--- src/rtl/frame_ring_fifo_assert.svh ---
// Assertion macros used by the frame ring queue datapath.
`ifndef FRAME_RING_FIFO_ASSERT_SVH
`define FRAME_RING_FIFO_ASSERT_SVH

// cond must never hold at a clock edge outside reset.
`define FRF_ASSERT_NEVER(lbl, clk, rst_n, cond) \
  lbl: assert property (@(posedge clk) disable iff (!rst_n) !(cond)) \
    else $error("frame ring queue: forbidden condition seen");

// when trig holds, expr must hold in the next cycle.
`define FRF_ASSERT_NEXT(lbl, clk, rst_n, trig, expr) \
  lbl: assert property (@(posedge clk) disable iff (!rst_n) (trig) |=> (expr)) \
    else $error("frame ring queue: expected follow-up missing");

`endif

--- src/rtl/frf_pkg.sv ---
// Types and constants of the frame ring queue.
package frf_pkg;

  localparam int LEN_W      = 6;
  localparam int RING_W     = 5;
  localparam int REMOVED_W  = 4;
  localparam int CNT_W      = 8;
  localparam int DONE_W     = 5;
  localparam int CFG_IDX_W  = 2;
  localparam int CFG_DATA_W = 6;

  localparam logic [LEN_W-1:0]  FRAME_LIMIT_RST  = 6'd32;
  localparam logic [RING_W-1:0] SLOTS_IN_USE_RST = 5'd16;

  localparam logic [CFG_IDX_W-1:0] CFG_FRAME_LIMIT  = 2'd0;
  localparam logic [CFG_IDX_W-1:0] CFG_SLOTS_IN_USE = 2'd1;

  typedef enum logic [1:0] {
    OP_PUSH   = 2'd0,
    OP_PEEK   = 2'd1,
    OP_DELETE = 2'd2,
    OP_NONE   = 2'd3
  } op_t;

  typedef enum logic [1:0] {
    ST_OK    = 2'd0,
    ST_TRUNC = 2'd1,
    ST_FULL  = 2'd2,
    ST_EMPTY = 2'd3
  } status_t;

  typedef enum logic [1:0] {
    S_IDLE,
    S_PEEK,
    S_DELETE
  } state_t;

  typedef struct packed {
    op_t        operation;
    logic [7:0] data_byte;
    logic       frame_end;
    logic       empty_frame;
    logic [7:0] delete_count;
  } in_item_t;

  typedef struct packed {
    status_t              status;
    logic [7:0]           payload_byte;
    logic [LEN_W-1:0]     frame_length;
    logic [REMOVED_W-1:0] removed;
    logic                 last;
    logic                 queue_empty;
  } out_item_t;

  typedef struct packed {
    logic accept;
    logic load_imm;
    logic peek_emit;
    logic del_step;
    logic del_emit;
  } ctrl_cmd_t;

  typedef struct packed {
    logic imm;
    logic is_peek;
    logic peek_last;
    logic del_stop;
  } dp_status_t;

endpackage

--- src/rtl/frf_ctrl.sv ---
// Sequencer of the frame ring queue: handshakes, item state and datapath commands.
module frf_ctrl import frf_pkg::*; (
  input  logic       clk,
  input  logic       rst_n,
  input  logic       in_valid,
  output logic       in_stall,
  output logic       out_valid,
  input  logic       out_stall,
  output logic       cfg_ready,
  input  dp_status_t status,
  output ctrl_cmd_t  cmd
);

  state_t state_r, state_nxt;
  logic   out_valid_r, out_valid_nxt;
  logic   out_free;
  logic   accept;

  always_ff @(posedge clk) begin
    if (!rst_n) begin
      state_r     <= S_IDLE;
      out_valid_r <= 1'b0;
    end else begin
      state_r     <= state_nxt;
      out_valid_r <= out_valid_nxt;
    end
  end

  always_comb begin
    out_free  = !out_valid_r || !out_stall;
    in_stall  = !((state_r == S_IDLE) && out_free);
    accept    = in_valid && !in_stall;
    // no register write in a cycle that takes an item
    cfg_ready = (state_r == S_IDLE) && !accept;
    cmd       = '0;
    state_nxt = state_r;
    case (state_r)
      S_IDLE: begin
        if (accept) begin
          cmd.accept = 1'b1;
          if (status.imm) begin
            cmd.load_imm = 1'b1;
          end else if (status.is_peek) begin
            state_nxt = S_PEEK;
          end else begin
            state_nxt = S_DELETE;
          end
        end
      end
      S_PEEK: begin
        if (out_free) begin
          cmd.peek_emit = 1'b1;
          if (status.peek_last) begin
            state_nxt = S_IDLE;
          end
        end
      end
      S_DELETE: begin
        if (!status.del_stop) begin
          cmd.del_step = 1'b1;
        end else if (out_free) begin
          cmd.del_emit = 1'b1;
          state_nxt    = S_IDLE;
        end
      end
      default: begin
        state_nxt = S_IDLE;
      end
    endcase
    if (cmd.load_imm || cmd.peek_emit || cmd.del_emit) begin
      out_valid_nxt = 1'b1;
    end else begin
      out_valid_nxt = out_valid_r && out_stall;
    end
  end

  assign out_valid = out_valid_r;

endmodule

--- config.mk ---
export PLATFORM = sky130hd
export DESIGN_NAME = frf_ctrl
export DESIGN_NICKNAME = d
export VERILOG_FILES = /design/src/rtl/frame_ring_fifo_assert.svh /design/src/rtl/frf_pkg.sv /design/src/rtl/frf_ctrl.sv
export SDC_FILE = /design/constraint.sdc
export NUM_CORES = 1
export LEC_CHECK = 0
export BUFFER_PORTS_ARGS = -buffer_cell sky130_fd_sc_hd__buf_2
export CAP_MARGIN = 20
export CORE_AREA = 2 2 39 41
export CTS_BUF_LIST = sky130_fd_sc_hd__clkbuf_8
export DETAILED_ROUTE_END_ITERATION = 6
export DIE_AREA = 0 0 41 43
export GPL_TIMING_DRIVEN = 1
export SYNTH_ARGS = -nofsm -noshare
export SYNTH_HDL_FRONTEND = slang
export SYNTH_SLANG_ARGS = --single-unit
--- constraint.sdc ---
create_clock -name clk -period 1.2 [get_ports clk]
set_input_delay 0 -clock clk [delete_from_list [all_inputs] [get_ports clk]]
set_output_delay 0 -clock clk [all_outputs]
set_load 0.02 [all_outputs]
# ---- Word-level counts from Yosys, hierarchy flattened
# Index checks and enable logic that the tools add are counted.
dict set report classes {
  n_eq_ne 8
  muxes 17
  n_reduce_logical 13
}
# operator n
set op_table {}
lappend op_table {{2-bit two-way mux} 10}
lappend op_table {{2-bit inequality test (second input constant)} 6}
lappend op_table {{1-bit two-way mux} 6}
lappend op_table {{2-bit case mux with 3 select lines} 1}
lappend op_table {{6-bit AND reduction} 1}
lappend op_table {{1-bit logical AND} 4}
lappend op_table {{1-bit logical NOT} 4}
lappend op_table {{1-bit logical OR} 3}
lappend op_table {{2-bit by 1-bit equality test with 1-bit output (second input constant)} 1}
lappend op_table {{2-bit equality test (second input constant)} 1}
lappend op_table {{2-bit logical NOT} 1}
dict set report word_totals {
  ff_bits 3
  inputBits 8
  output_inout_bits 8
  word_cells 40
}

# ---- Logic depth before layout (Yosys ltp)
# Gate-level depths: netlist (run 1).
dict set report logic_depth {
  depth_word 9
  depth_mapped 3
}

# ---- Worst setup path before layout (run 1)
# Ideal clock, no wire load.
dict set report synth_timing {
  path_kind {flip-flop to output port}
  startpoint {register out_valid_r (netlist: out_valid)}
  endpoint {output port cfg_ready}
  t_arrival_ps 1214
  required_ps 1200
  slack_ps -14
  stages_incl_launch_ff 3
  n_path_buf 0
  path_cell_list {dfxtp_1 nand2_1 a211oi_1}
}
dict set report synth_via {
  elab_chain_len 6
}
# element line_no
set synth_lines {}
lappend synth_lines {{start: declaration} frf_ctrl.sv:15} ;# logic out_valid_r, out_valid_nxt;
lappend synth_lines {{start signal: assignment} frf_ctrl.sv:25} ;# out_valid_r <= out_valid_nxt;
lappend synth_lines {{1-bit logical NOT} frf_ctrl.sv:30} ;# out_free = !out_valid_r || !out_stall;
lappend synth_lines {{1-bit logical OR} frf_ctrl.sv:30}
lappend synth_lines {{1-bit logical AND} frf_ctrl.sv:31} ;# in_stall = !((state_r == S_IDLE) && out_free);
lappend synth_lines {{1-bit logical AND} frf_ctrl.sv:32} ;# accept = in_valid && !in_stall;
lappend synth_lines {{1-bit logical NOT} frf_ctrl.sv:34} ;# cfg_ready = (state_r == S_IDLE) && !accept;
lappend synth_lines {{1-bit logical AND} frf_ctrl.sv:34}
lappend synth_lines {{end: declaration} frf_ctrl.sv:9} ;# output logic cfg_ready,
# Every way passes these cells.

==> results of run 1 <==
==> sequential cells by signal, summed over array words and instances (netlist names) <==
signal	cells
state_r	2
out_valid	1
==> through the flow <==
stage / cell area (um^2) / total power [W]
2_1_floorplan: 212.7 / 0.0001880
3_3_place_gp: 315.3 / 0.0002395
3_5_place_dp: 315.3 / 0.0002396
4_1_cts: 387.9 / 0.0005484
5_1_grt: 399.1 / 0.0005762
6_report: 399.1 / 0.0005466
==> final cells by class <==
cell class | count | area share [%]
clock inverters | 1 | 0.9404
flip-flops and latches | 3 | 15.99
well taps | 16 | 5.016
inverters | 1 | 0.9404
repair buffers | 18 | 27.59
clock buffers | 3 | 10.34
multi-input cells | 21 | 39.18
==> cell families after synthesis <==
logic type      after synthesis  synth area share (%)
simple gates                 14                 40.36
mux                           1                 4.819
flops                         3                 28.92
buf+inv                       1                 1.805
compound gates                6                 24.10
==> critical path: stages, from the launching register on <==
cell and delay, ns:
dfxtp_4 0.35, a211oi_2 0.23, buf_4 0.16, and2_4 0.13, buf_6 0.10
==> worst paths after layout <==
path / start / end / slack, ns / cells past startpoint
min reg2reg: state_r[0]$_SDFFE_PN0P_ / state_r[1]$_SDFFE_PN0P_ / 0.58 / 3
max: state_r[0]$_SDFFE_PN0P_ / cmd[4] / 0.004 / 4
max reg2reg: state_r[0]$_SDFFE_PN0P_ / state_r[1]$_SDFFE_PN0P_ / 0.07 / 5
min: status[2] / state_r[0]$_SDFFE_PN0P_ / 0.06 / 3
==> per-layer routing <==
metal	share of wire, %	vias to the layer above	global-route usage, %
met2	53	9	13.75
li1	-	140	-
met5	0	-	0
met4	2.2	0	6.000
met3	7.2	2	3.141
met1	38	117	8.626
==> cell usage in the layout, fill, tap and decap left out, types with 2 or more instances in the layout <==
master,count
clkbuf_8,3
a211oi_2,2
buf_6,2
nor2b_1,2
buf_2,13
buf_4,3
inv_1,2
and2_1,2
dfxtp_1,2
nand2_1,3
and3_1,2
==> timing repair <==
action	CTS	global route
setup endpoints to repair	2	6
gates resized for setup	5	3
hold buffers	0	0
pin swaps	1	0
buffers inserted	2	0
gates cloned	0	0
==> power by group through the flow <==
stage | Sequential, W | Combinational [W] | Clock (W)
2_1_floorplan | 0.000120 | 0.0000676 | 0
3_3_place_gp | 0.000118 | 0.000122 | 0
5_1_grt | 0.000116 | 0.000158 | 0.000302
3_5_place_dp | 0.000117 | 0.000122 | 0
4_1_cts | 0.000114 | 0.000140 | 0.000294
6_report | 0.000115 | 0.000146 | 0.000285
==> results.json, run 1 <==
{
  "clkTransAtPathRegs_ns": 0.03,
  "numCtsBuffers": 3,
  "synth_area_leader_cell": "dfxtp_1",
  "avgSynthCellArea_um2": 8.308,
  "critPathArrivalTime_ns": 1.20,
  "setup_tns_ns": 0,
  "postLayoutCoreUtil_pct": 28.84,
  "grt_max_degree": 6,
  "drive_gt1_share_pct": 55.32,
  "nNetsFinal": 56,
  "power.clock.fraction_pct": 52.2,
  "switchingPower_w": 0.0001493,
  "critical_path_required_ns": 1.20,
  "cap_violations": 0,
  "swShare_pct": 27.31,
  "synthToLayoutAreaGrowth_pct": 92.17,
  "wl_per_cell_um": 10.33,
  "p_leak_nw": 0.2035,
  "grt_pass1_vias": 252,
  "insertion_delay_ns": 0.22,
  "synth_top_cell_area_share_pct": 28.92,
  "hold_viol_final": 0,
  "die_h_um": 43,
  "setup_violations": 0,
  "regArea_um2": 63.81,
  "cp_max_fo": 4,
  "core_area_um2": 1384,
  "internal_power_w": 0.0003974,
  "dpl.cell_count": 57,
  "cts_tree": "built",
  "synthCells": 25,
  "async_reset_ff_share_pct": 0,
  "cts-root-buf": "clkbuf_8",
  "drt.antenna.violating_nets": 0,
  "max_freq_mhz": 836.3,
  "ys_seq_area_share_pct": 28.92,
  "start_kind": "flop",
  "vias": 268,
  "worst_slack_ns": 0.004284,
  "status": "finished clean",
  "pwr-share-seq_pct": 21.1,
  "vias_per_cell": 4.254,
  "layout.cells.non_filler": 63,
  "cts.sinks": 3,
  "synthTopCellsByCount": "3 x and2_1, 3 x dfxtp_1, 3 x nand2_1",
  "vdd.ir_drop.worst_mv": 0.4204,
  "synth_top_cells_by_area": "dfxtp_1 29%, and2_1 9.0%, a211oi_2 6.0%",
  "io_pins": 16,
  "grt_pass1_wl_um": 972,
  "grt_usage_pct": 8.617,
  "yosys_warnings": 0,
  "drc": 0,
  "ys_types": 17,
  "cts_buffer_depth": 2,
  "place.gp.congestion": 0.6571,
  "diodes": 0,
  "critPathKind": "reg2out",
  "power_density_nw_per_um2": 1370,
  "skew_ns": 0.002217,
  "overflow": 0,
  "period_needed_ns": 1.196,
  "cp-end-kind": "primary output",
  "ys.flop_type": "dfxtp_1",
  "dr.pass1.iters": 3,
  "multiInputGateArea_um2": 156.4,
  "rsz0062_at_grt": "true",
  "synth_edf_count": 0,
  "combPwrFrac_pct": 26.7,
  "whs_ns": 0.05738,
  "portBuffers": 15,
  "cts_max_level": 1,
  "row_count": 14,
  "antenna_found_initial": 0,
  "hold_class": "in2reg",
  "worstMarginPinSlew_ns": 0.2401,
  "dieArea_um2": 1763,
  "drt-initial-drc-count": 3,
  "fin_crit_sh_pct": 99.64,
  "syn_area_um2": 207.7,
  "relSlewSlack_pct": 83.92,
  "fillers": 162,
  "synthesis.nets": 33,
  "initial_utilization_pct": 15.01,
  "maxSlewViolCount": 0,
  "dp_worst_setup_slack_ns": 0.1028,
  "fp.dieW_um": 41,
  "ys_ff_latch": 3,
  "drt_wl_total_um": 651
}
No activity file was read; power rests on OpenSTA's default activity.
==> inputs of run 2 (changes only) <==
- PLACE_DENSITY: unset -> 0.37
- RECOVER_POWER: unset -> 50
==> results.json, run 2 (synthesis results as in run 1) <==
{
  "switchingPower_w": 0.0001417,
  "synthToLayoutAreaGrowth_pct": 97.59,
  "dpl.cell_count": 57,
  "drive_gt1_share_pct": 58.33,
  "portBuffers": 15,
  "maxSlewViolCount": 0,
  "max_freq_mhz": 854.1,
  "hold_viol_final": 0,
  "r2r_end": "out_valid$_SDFF_PN0_",
  "cap_violations": 0,
  "largest_reg_flops": 2,
  "drc": 0,
  "cts.sinks": 3,
  "row_count": 14,
  "status": "finished clean",
  "cts_max_level": 1,
  "grt_usage_pct": 8.417,
  "cts_tree": "built",
  "numCtsBuffers": 3,
  "worst_hold_path.num_cells": 2,
  "timing.rr.start": "state_r[1]$_SDFFE_PN0P_",
  "cp-end-kind": "primary output",
  "dr.pass1.iters": 2,
  "regMostFlops": "state_r",
  "holdCritStartpoint": "rst_n",
  "worst_slack_ns": 0.02915,
  "critPathKind": "reg2out",
  "dieArea_um2": 1763,
  "final_cell_mix": "10 x buf_2, 6 x buf_4, 3 x nand2_1, 3 x clkbuf_8",
  "rsz0062_at_grt": "true",
  "antenna_found_initial": 0,
  "grt_pass1_wl_um": 952,
  "cts_buffer_depth": 2,
  "wl_per_cell_um": 9.828,
  "cp-startpoint": "state_r[1]$_SDFFE_PN0P_",
  "setup_tns_ns": 0,
  "skew_ns": 0.002999,
  "nNetsFinal": 57,
  "grt_max_degree": 7,
  "p_leak_nw": 0.2008,
  "final_common_cell": "buf_2",
  "critPathArrivalTime_ns": 1.17,
  "fin_crit_sh_pct": 97.57,
  "io_pins": 16,
  "rrSetupSlack_ns": 0.15,
  "power.clock.fraction_pct": 51.9,
  "initial_utilization_pct": 15.01,
  "place_area_um2": 315.3,
  "hold_end": "out_valid$_SDFF_PN0_",
  "hold_buffers": 0,
  "layout.cells.non_filler": 64,
  "worstMarginPinSlew_ns": 0.2625,
  "start_kind": "flop",
  "combPwrFrac_pct": 26.3,
  "drt-initial-drc-count": 1,
  "period_needed_ns": 1.171,
  "vdd.ir_drop.worst_mv": 0.5485,
  "cts-root-buf": "clkbuf_8",
  "critical_path_required_ns": 1.20,
  "swShare_pct": 26.34,
  "power_density_nw_per_um2": 1310,
  "internal_power_w": 0.0003961,
  "hold_class": "in2reg",
  "dp_worst_setup_slack_ns": 0.1003,
  "setup_violations": 0,
  "clkTransAtPathRegs_ns": 0.03,
  "final_cell_area_um2": 410.4,
  "core_area_um2": 1384,
  "insertion_delay_ns": 0.21,
  "vias": 277,
  "diodes": 0,
  "vias_per_cell": 4.328,
  "die_h_um": 43,
  "hpwl_um": 492.7,
  "overflow": 0,
  "relSlewSlack_pct": 82.42,
  "grt_pass1_vias": 238,
  "drt_wl_total_um": 629,
  "cp_max_fo": 5,
  "fp.dieW_um": 41,
  "rr_worst_depth": 4,
  "pwr-share-seq_pct": 21.7,
  "drt.antenna.violating_nets": 0,
  "place.gp.congestion": 0.5987
}
[run 2: changes by cell type in the layout (fill, tap and decap cells not counted), sizes merged]
cell    previous run  this run
clkbuf             3         5
buf               18        17
[run 2: repair_timing]
action                                  4_1_cts  5_1_grt
hold endpoints to repair                      0        0
gates resized for setup                       4        8
endpoints found under the setup margin        4        5
pin swaps                                     1        2
buffers inserted                              1        2
[run 2: through the flow]
step                total power [W]  util (%)  hold slack, ns
finish                    0.0005378     29.66         0.05520
global route              0.0005716     29.66         0.06857
CTS                       0.0005366     27.12         0.05563
detailed placement        0.0002358     22.78          0.2828
global placement          0.0002397     22.78          0.2731
floorplan                 0.0001880         -         0.07811
[run 2: layer usage]
| layer | up-vias | wire [um] | global-route usage (%) |
|---|---|---|---|
| met5 | - | 0 | 0 |
| met4 | 0 | 8 | 6.000 |
| met3 | 2 | 36 | 4.712 |
| met2 | 6 | 358 | 12.19 |
| met1 | 129 | 224 | 8.626 |
| li1 | 140 | - | - |
[run 2: final cells by class]
| type | count | area [um^2] |
|---|---|---|
| clock buffers | 3 | 41.29 |
| clock inverters | 1 | 3.754 |
| fillers | 156 | 973.4 |
| inverters | 1 | 3.754 |
| multi-input cells | 21 | 158.9 |
| flip-flops and latches | 3 | 68.82 |
| well taps | 16 | 20.02 |
| repair buffers | 19 | 113.9 |
[run 2: worst max-delay path by stage]
stage / to / slack [ns] / cells past startpoint
floorplan: out_valid$_SDFF_PN0_ / 0.007 / 3
global placement: out_valid$_SDFF_PN0_ / 0.07 / 3
detailed placement: out_valid$_SDFF_PN0_ / 0.10 / 3
CTS: cmd[4] / 0.003 / 4
global route: cmd[4] / -0.04 / 4
finish: cmd[4] / 0.03 / 4
[run 2: power groups by stage]
stage	Combinational [W]	Sequential, W	Clock [W]
2_1_floorplan	0.0000676	0.000120	0
3_3_place_gp	0.000121	0.000119	0
3_5_place_dp	0.000118	0.000118	0
4_1_cts	0.000127	0.000118	0.000291
5_1_grt	0.000154	0.000118	0.000299
6_report	0.000142	0.000117	0.000279
[run 2: critical path: stages (launching register included)]
cell and delay [ns]:
dfxtp_4 0.35, a211oi_2 0.21, buf_4 0.16, and2_4 0.13
buf_6 0.10
